--- src/rtl/core/x10s_pkg.sv ---
// package for the x10 power-line frame sender
// item types, state type, sequence constants and the sequence bit decode
// no dependencies
package x10s_pkg;

  localparam logic ACT_SEND = 1'b0;
  localparam logic ACT_TICK = 1'b1;

  localparam int unsigned FRAME_LEN = 22;
  localparam int unsigned CMD_START = 2 * FRAME_LEN + 6;
  localparam int unsigned CMD_END   = 4 * FRAME_LEN + 6;
  localparam int unsigned SEQ_LAST  = 100;

  localparam logic [6:0] POS_CMD_START = 7'(CMD_START);
  localparam logic [6:0] POS_CMD_END   = 7'(CMD_END);
  localparam logic [6:0] POS_UNIT_END  = 7'(2 * FRAME_LEN);
  localparam logic [6:0] POS_LEN       = 7'(FRAME_LEN);
  localparam logic [6:0] POS_LAST      = 7'(SEQ_LAST);

  localparam logic REG_HOUSE_CODE = 1'b0;

  typedef struct packed {
    logic       action;
    logic [3:0] unit_code;
    logic [3:0] command_code;
  } in_item_t;

  typedef struct packed {
    logic carrier_burst;
    logic busy_res;
    logic next_bit;
  } out_item_t;

  typedef struct packed {
    logic [3:0] unit_latch;
    logic [3:0] command_latch;
    logic [6:0] bit_position;
    logic       sending;
  } tx_state_t;

  // nibble bit sent as a complementary pair, msb first
  function automatic logic pair_bit(logic [3:0] nibble, logic [2:0] off);
    logic b;
    b = nibble[2'd3 - off[2:1]];
    return off[0] ? ~b : b;
  endfunction

  function automatic logic frame_bit(logic [4:0] f, logic [3:0] house,
                                     logic [3:0] payload, logic is_cmd);
    logic [4:0] off_h;
    logic [4:0] off_p;
    off_h = f - 5'd4;
    off_p = f - 5'd12;
    if (f < 5'd3) return 1'b1;
    if (f == 5'd3) return 1'b0;
    if (f < 5'd12) return pair_bit(house, off_h[2:0]);
    if (f < 5'd20) return pair_bit(payload, off_p[2:0]);
    if (f == 5'd20) return is_cmd;
    return ~is_cmd;
  endfunction

  function automatic logic seq_bit(logic [6:0] pos, logic [3:0] house,
                                   logic [3:0] unit_nib, logic [3:0] cmd_nib);
    logic [6:0] rel;
    logic [6:0] f;
    rel = pos - POS_CMD_START;
    if (pos >= POS_LAST) return 1'b0;
    if (pos < POS_UNIT_END) begin
      f = (pos < POS_LEN) ? pos : pos - POS_LEN;
      return frame_bit(f[4:0], house, unit_nib, 1'b0);
    end
    if (pos < POS_CMD_START) return 1'b0;
    if (pos < POS_CMD_END) begin
      f = (rel < POS_LEN) ? rel : rel - POS_LEN;
      return frame_bit(f[4:0], house, cmd_nib, 1'b1);
    end
    return 1'b0;
  endfunction

endpackage

--- src/rtl/core/x10s_engine.sv ---
// per-item step of the x10 frame sender: next state and result item
// depends on x10s_pkg
module x10s_engine (
  input  x10s_pkg::in_item_t  item,
  input  x10s_pkg::tx_state_t st,
  input  logic [3:0]          house_code,
  output x10s_pkg::tx_state_t st_next,
  output x10s_pkg::out_item_t res
);

  logic       burst;
  logic [6:0] pos_inc;

  assign pos_inc = st.bit_position + 7'd1;

  always_comb begin
    st_next = st;
    burst   = 1'b0;
    if (item.action == x10s_pkg::ACT_SEND) begin
      if (!st.sending) begin
        st_next.unit_latch    = item.unit_code;
        st_next.command_latch = item.command_code;
        st_next.bit_position  = 7'd0;
        st_next.sending       = 1'b1;
      end
    end else if (st.sending) begin
      burst = x10s_pkg::seq_bit(st.bit_position, house_code, st.unit_latch,
                                st.command_latch);
      st_next.bit_position = pos_inc;
      if (pos_inc > x10s_pkg::POS_LAST) begin
        st_next.sending = 1'b0;
      end
    end
  end

  always_comb begin
    res.carrier_burst = burst;
    res.busy_res      = st_next.sending;
    res.next_bit      = st_next.sending &
                        x10s_pkg::seq_bit(st_next.bit_position, house_code,
                                          st_next.unit_latch, st_next.command_latch);
  end

endmodule

--- src/rtl/core/x10_powerline_frame_sender_top.sv ---
// X10-style power-line frame sender. A send item (action 0) latches a unit and
// a command nibble and starts a 101-position transmission when idle; each tick
// item (action 1) advances one position and reports whether a carrier burst
// starts. Every item gives one result item, registered after its input item is
// accepted (input register, then result register); one item is taken every
// cycle unless the output stalls, the state update being a single position
// decode and increment. house_code is written over the APB port at address 0.
// depends on x10s_pkg and x10s_engine
module x10_powerline_frame_sender_top (
  input  logic                clk,
  input  logic                rst,
  input  logic                in_valid,
  output logic                in_stall,
  input  x10s_pkg::in_item_t  in_item,
  output logic                out_valid,
  input  logic                out_stall,
  output x10s_pkg::out_item_t out_item,
  input  logic                psel,
  input  logic                penable,
  input  logic                pwrite,
  input  logic [2:0]          paddr,
  input  logic [31:0]         pwdata,
  output logic [31:0]         prdata,
  output logic                pready
);

  logic                in_q_valid;
  x10s_pkg::in_item_t  in_q;
  x10s_pkg::tx_state_t st;
  x10s_pkg::tx_state_t st_next;
  x10s_pkg::out_item_t res;
  logic [3:0]          house_code;
  logic                advance;
  logic                cfg_wr;

  assign pready   = 1'b1;
  assign advance  = in_q_valid & (~out_valid | ~out_stall);
  assign in_stall = in_q_valid & out_valid & out_stall;
  assign cfg_wr   = psel & penable & pwrite & pready;

  always_comb begin
    prdata = 32'd0;
    if (paddr[2] == x10s_pkg::REG_HOUSE_CODE) begin
      prdata = {28'd0, house_code};
    end
  end

  x10s_engine u_engine (
    .item       (in_q),
    .st         (st),
    .house_code (house_code),
    .st_next    (st_next),
    .res        (res)
  );

  always_ff @(posedge clk) begin
    if (rst) begin
      house_code <= 4'd0;
    end else if (cfg_wr && paddr[2] == x10s_pkg::REG_HOUSE_CODE) begin
      house_code <= pwdata[3:0];
    end
  end

  always_ff @(posedge clk) begin
    if (rst) begin
      in_q_valid <= 1'b0;
    end else if (!in_stall) begin
      in_q_valid <= in_valid;
    end
  end

  always_ff @(posedge clk) begin
    if (!in_stall && in_valid) begin
      in_q <= in_item;
    end
  end

  always_ff @(posedge clk) begin
    if (rst) begin
      st        <= '0;
      out_valid <= 1'b0;
    end else if (advance) begin
      st        <= st_next;
      out_valid <= 1'b1;
    end else if (!out_stall) begin
      out_valid <= 1'b0;
    end
  end

  always_ff @(posedge clk) begin
    if (advance) begin
      out_item <= res;
    end
  end

`ifndef SYNTHESIS
  a_pos_range: assert property (@(posedge clk) disable iff (rst)
    st.bit_position <= x10s_pkg::POS_LAST + 7'd1)
    else $error("bit position beyond end of sequence");

  a_idle_bit: assert property (@(posedge clk) disable iff (rst)
    out_valid && !out_item.busy_res |-> !out_item.next_bit)
    else $error("next_bit set while idle");

  a_burst_busy: assert property (@(posedge clk) disable iff (rst)
    out_valid && out_item.carrier_burst |-> out_item.busy_res)
    else $error("carrier burst ended the transmission");

  a_no_idle_stall: assert property (@(posedge clk) disable iff (rst)
    !in_q_valid |-> !in_stall)
    else $error("input stalled with empty input register");
`endif

endmodule
--- config.mk ---
export PLATFORM = sky130hd
export DESIGN_NAME = x10_powerline_frame_sender_top
export DESIGN_NICKNAME = d
export VERILOG_FILES = /design/src/rtl/core/x10s_pkg.sv /design/src/rtl/core/x10s_engine.sv /design/src/rtl/core/x10_powerline_frame_sender_top.sv
export SDC_FILE = /design/constraint.sdc
export NUM_CORES = 1
export LEC_CHECK = 0
export BUFFER_PORTS_ARGS = -buffer_cell sky130_fd_sc_hd__buf_2
export CAP_MARGIN = 15
export CORE_ASPECT_RATIO = 1.4
export CORE_UTILIZATION = 45
export CTS_CLUSTER_DIAMETER = 80
export DETAILED_ROUTE_END_ITERATION = 12
export GPL_ROUTABILITY_DRIVEN = 0
export PLACE_DENSITY = 0.78
export SYNTH_ARGS = -nofsm -noshare
export SYNTH_HDL_FRONTEND = slang
export SYNTH_SLANG_ARGS = --single-unit
--- constraint.sdc ---
create_clock -name clk -period 5.1 [get_ports clk]
set_input_delay 0.51 -clock clk [delete_from_list [all_inputs] [get_ports clk]]
set_output_delay 0.51 -clock clk [all_outputs]
set_load 0.01 [all_outputs]
### Word level (Yosys, flattened, before mapping)

Cells that the tools add are included.

| word-level totals | value |
|---|---|
| output and inout port bits | 38 |
| bits in registers | 34 |
| latch bits | 0 |
| RAM bits | 0 |
| input bits | 51 |
| logic and storage cells | 394 |
| ROM bits | 0 |
| memories | 0 |

| operators by class | value |
|---|---|
| div/mod/pow operators | 0 |
| mux-type cells | 294 |
| multiply operators | 0 |
| reductions and logical operators | 4 |
| equal/unequal tests | 9 |
| magnitude comparators | 33 |
| bitwise operators | 18 |
| add/sub/neg operators | 23 |
| shifts and indexed selects | 0 |

Operators by type and width:

| operator | number |
|---|---|
| $mux 1 | 277 |
| $lt 7x5->1 const B | 4 |
| $lt 7x6->1 const B | 4 |
| $lt 2x3->1 const B | 8 |
| $mux 8 | 3 |
| $sub 3x3->3 const B | 8 |
| $eq 5x2->1 const B | 4 |
| $eq 5x5->1 const B | 4 |
| $lt 5x2->1 const B | 4 |
| $lt 5x4->1 const B | 4 |
| $lt 5x5->1 const B | 4 |
| $mux 5 | 4 |
| $sub 5x5->5 const B | 4 |
| $bmux 1 s2 | 8 |
| $mux 16 | 1 |
| $sub 2x2->2 const A | 8 |
| $ge 7x7->1 const B | 2 |
| $lt 7x7->1 const B | 2 |
| $sub 7x6->7 const B | 2 |
| $not 1->1 | 11 |
| $add 7x1->7 const B | 1 |
| $gt 7x7->1 const B | 1 |
| $and 1x1->1 | 6 |
| $mux 4 | 1 |
| other kinds (5) | 6 |

### Depth between registers and ports, before layout

| logic depth | value |
|---|---|
| depth after elaboration | 60 |
| gate-level depth with buffers | 18 |
| depth with buffers taken out | 16 |

### Modules after synthesis

From an unflattened synthesis, not the netlist that was laid out.

| second synthesis, totals | value |
|---|---|
| cells, all modules | 437 |
| area total of the unflattened synthesis | 3699.8 um2 |

Modules (own cells, without submodules):

| module | seq. area each (um2) | area each (um2) | times used | cells an instance |
|---|---|---|---|---|
| x10s_engine | 0.0 | 2095.8 | 1 | 292 |
| x10_powerline_frame_sender_top | 800.8 | 1604.0 | 1 | 145 |

### Worst setup path after synthesis

No wires, ideal clock.

| path | value |
|---|---|
| kind | register to register |
| start | reg, netlist name st[2] |
| end | reg out_item[0] (netlist name) (data pin) |
| slack | 1.360 ns |
| cell stages (with the launch flop) | 18 |
| arrival | 3.475 ns |
| data required time | 4.834 ns |
| library setup time | 0.266 ns |
| period minus slack after synthesis | 3.740 ns |
| cells stage by stage | dfxtp_1 ha_1 and2_1 nand2_1 a32oi_2 inv_1 ha_1 a21o_1 a221o_1 or2_1 buf_2 o211a_1 or3_1 mux2i_1 xnor2_1 nand3_1 nand4b_1 o211ai_1 |

RTL lines:

| item | line | text |
|---|---|---|
| end signal, assigned | x10_powerline_frame_sender_top.sv:92 | `out_item <= res;` |
| end, declared | x10_powerline_frame_sender_top.sv:17 | `output x10s_pkg::out_item_t out_item,` |

==> flow_summary.yaml <==
logic_synthesis:
  ys_seq_area_share_pct: 23.46
  synth_edf_count: 12
  ys_ff_latch: 34
  synthSimpleGateAreaFrac_pct: 21.92
  synth_top_area_cell: "dfxtp_1"
  synth_fa_ha_area_share_pct: 3.299
  synth_top_area_share_pct: 12.90
  syn_area_mm2: 0.003413
  synth_xor_area_share_pct: 5.389
  synth_compound_area_share_pct: 22.40
  ys.flop_type: "dfxtp_1"
  synthCells: 423
  muxShareOfSynthArea_pct: 12.13
  synthTopCellsByArea: "dfxtp_1 13%, edfxtp_1 11%, mux2i_1 9.1%, buf_4 7.3%, nand2_1 4.9%"
  synth_cell_type_count: 71
  yosysWarnings: 0
  ys_async_sr_fraction_pct: 0
  synth_area_per_cell_um2: 8.069
  synth_top_family_by_area: "compound AO/OA/AOI/OAI gates"
sta:
  fmax_mhz: 222.0
  drv_slew: 0
  final-setup-viol-count: 0
  fin_worst_skew_ns: 0.01168
  rsz0062_at_grt: "no"
  relSlewSlack_pct: 40.55
  finalHoldViolCount: 0
  min_period_ns: 4.505
  layout_setup_ws_ns: 0.5954
  tns_ns: 0
  worstMarginPinSlew_ns: 0.8779
  finalCritPeriodShare_pct: 88.32
place:
  dp.cells: 530
  hpwl_mm: 5.788
  pre_cts_slack_ns: 0.7000
  numPortBuffers: 29
worst_hold_path:
  worstHoldEndpoint: "in_q[8]$_DFFE_PP_"
  hold_path_depth: 1
  hp-class: "primary input to register"
  min-delay-start: "in_item[8]"
worst_setup_path:
  start_kind: "register"
  cp_data_required_time_ns: 5.12
  endpoint_kind: "register"
  crit_arrival_ns: 4.53
  crit_slowest_cell: "nor2_1"
  r2r_end: "out_item[0]$_DFFE_PP_"
  regToRegStartpoint: "st[1]$_SDFFE_PP0P_"
  reg2reg_depth: 14
  regToRegSetupSlack_ns: 0.60
  critPathKind: "register to register"
  cp_cell_sequence: "ha_1, a21oi_1, nor2_1, ha_1, inv_1, a21oi_1, xnor2_1, o311a_1, nand2_4, mux2i_2, nor2_1, and3_1, nor4b_1, o211ai_1"
  crit_fanout: 16
  cpPeakStageDelay_ns: 0.68
clock_tree:
  clkTransAtPathRegs_ns: 0.07
  cts_made_buffers: 5
  insertion_delay_ns: 0.29
  cts_tree: "done"
  root_buffer: "clkbuf_8"
  h-tree-depth: 2
  postCtsSetupBuffers: 0
  cts_hold_buf: 0
  cts.sinks: 34
  ctsLongestPathBuffers: 2
  ctsResizeCount: 0
global_routing:
  grt_antenna_before_repair: 0
  track_usage_pct: 19.91
  grt_start_max_net_pins: 23
  grt_pass1_vias: 2871
  grt_overflow: 0
  grt_pass1_wl_mm: 12.45
floorplanning:
  row_count: 37
  fp.dieW_um: 75.61
  die_area_mm2: 0.007942
  pin_count: 89
  coreArea_mm2: 0.007361
  fp.dieH_um: 105.1
  initial_utilization_pct: 46.37
finish:
  n_fill_cell: 714
  drive_above_1_share_pct: 14.51
  diodes: 0
  area_delta_synth_final_pct: 5.059
  layout.cells.non_filler: 538
  fin_nets: 500
route:
  totalWireLength_mm: 7.690
  post_drt_via_cell_ratio: 5.790
  drt-initial-drc-count: 222
  first_pass_iters: 5
  wl_per_cell_um: 14.29
  drc: 0
  drtAntennaViolNets: 0
  vias: 3115
run:
  cap_violations: 0
power_and_ir_drop:
  leakagePower_nw: 1.438
  vdd_drop_max_uv: 175.9
  p_per_area_mw_per_mm2: 219.1
  finalPower_mw: 0.7856
run_status:
  status: "finished, final reports clean"
## critical path: cells and delay by family, from the launching register on
kind | cells | cell delay [ns]
and+or+nand+nor | 5 | 1.47
AOI/OAI and AO/OA | 4 | 0.79
adders and majority gates | 2 | 0.69
DFF | 1 | 0.67
muxes | 1 | 0.37
xor gates and xnor gates | 1 | 0.15
buffers and inverters | 1 | 0.09
## registers in the layout (all words and copies together) (netlist names)
signal      cells
house_code      4
in_q            9
in_q_valid      1
out_item        3
out_valid       1
st             16
## kinds of logic after synthesis
logic type,after synthesis
buffers and inverters,67
and+or+nand+nor,148
AOI/OAI and AO/OA,104
muxes,38
adders and majority gates,9
other,2
xor gates and xnor gates,21
DFF,34
## cell usage in the layout, fill, tap and decap left out, types with 5 or more instances in the layout
| cell type | n |
|---|---|
| nor2_1 | 39 |
| ha_1 | 9 |
| nor4_1 | 5 |
| xnor2_1 | 19 |
| nand2b_1 | 7 |
| nor2b_1 | 9 |
| edfxtp_1 | 12 |
| o21ai_0 | 17 |
| mux2i_1 | 31 |
| clkbuf_8 | 5 |
| buf_4 | 7 |
| inv_1 | 11 |
| a31oi_1 | 6 |
| nand2_1 | 45 |
| conb_1 | 29 |
| a211oi_1 | 12 |
| nand4_1 | 5 |
| nor3_1 | 8 |
| buf_2 | 29 |
| a21oi_1 | 22 |
| dfxtp_1 | 22 |
## per-layer routing
metal / track usage, % / vias up / routed length [um]
li1: - / 1519 / -
met1: 22.32 / 1468 / 3032
met2: 35.20 / 104 / 4130
met3: 2.604 / 24 / 265
met4: 10.19 / 0 / 262
met5: 0 / - / 0
## report_power, final
group	switching (mW)	internal, mW
Sequential	0.0233	0.296
Clock	0.102	0.0939
Combinational	0.159	0.112
## how the worst max path moves through the flow
stage | from | cells past startpoint | to | slack (ns)
2_1_floorplan | st[2]$_SDFFE_PP0P_ | 17 | out_item[0]$_DFFE_PP_ | 1.36
3_3_place_gp | st[1]$_SDFFE_PP0P_ | 14 | out_item[0]$_DFFE_PP_ | 0.74
3_5_place_dp | st[1]$_SDFFE_PP0P_ | 14 | out_item[0]$_DFFE_PP_ | 0.70
4_1_cts | st[2]$_SDFFE_PP0P_ | 14 | out_item[0]$_DFFE_PP_ | 0.68
5_1_grt | st[1]$_SDFFE_PP0P_ | 14 | out_item[0]$_DFFE_PP_ | 0.26
6_report | st[1]$_SDFFE_PP0P_ | 14 | out_item[0]$_DFFE_PP_ | 0.60
## cell type report
| cell class | count | area [um^2] | area share [%] |
|---|---|---|---|
| Multi-Input combinational cell | 349 | 2332 | 65.04 |
| Sequential cell | 34 | 800.8 | 22.33 |
| Timing Repair Buffer | 36 | 197.7 | 5.513 |
| Tap cell | 97 | 121.4 | 3.384 |
| Clock buffer | 6 | 72.57 | 2.024 |
| Inverter | 14 | 52.55 | 1.465 |
| Clock inverter | 2 | 8.758 | 0.2442 |
## synthesized netlist by cell type (6+ instances only)
| cell | number |
|---|---|
| a31oi_1 | 6 |
| xnor2_1 | 19 |
| inv_1 | 11 |
| a21oi_1 | 22 |
| mux2i_1 | 31 |
| ha_1 | 9 |
| edfxtp_1 | 12 |
| nor2_1 | 39 |
| dfxtp_1 | 22 |
| a211oi_1 | 12 |
| nand2_1 | 45 |
| nand2b_1 | 7 |
| buf_4 | 33 |
| nor2b_1 | 9 |
| clkbuf_1 | 14 |
| o21ai_0 | 17 |
| nor3_1 | 8 |
## metrics by stage
step | instance area (um^2) | hold WS [ns] | utilization (%)
3_5_place_dp | 3505 | 0.4671 | 47.61
5_1_grt | 3586 | 0.3840 | 48.72
3_3_place_gp | 3505 | 0.4556 | 47.61
2_1_floorplan | 3515 | 0.4441 | -
4_1_cts | 3586 | 0.3833 | 48.72
6_report | 3586 | 0.3888 | 48.72
Note: power is estimated with default switching activity, not from simulation.
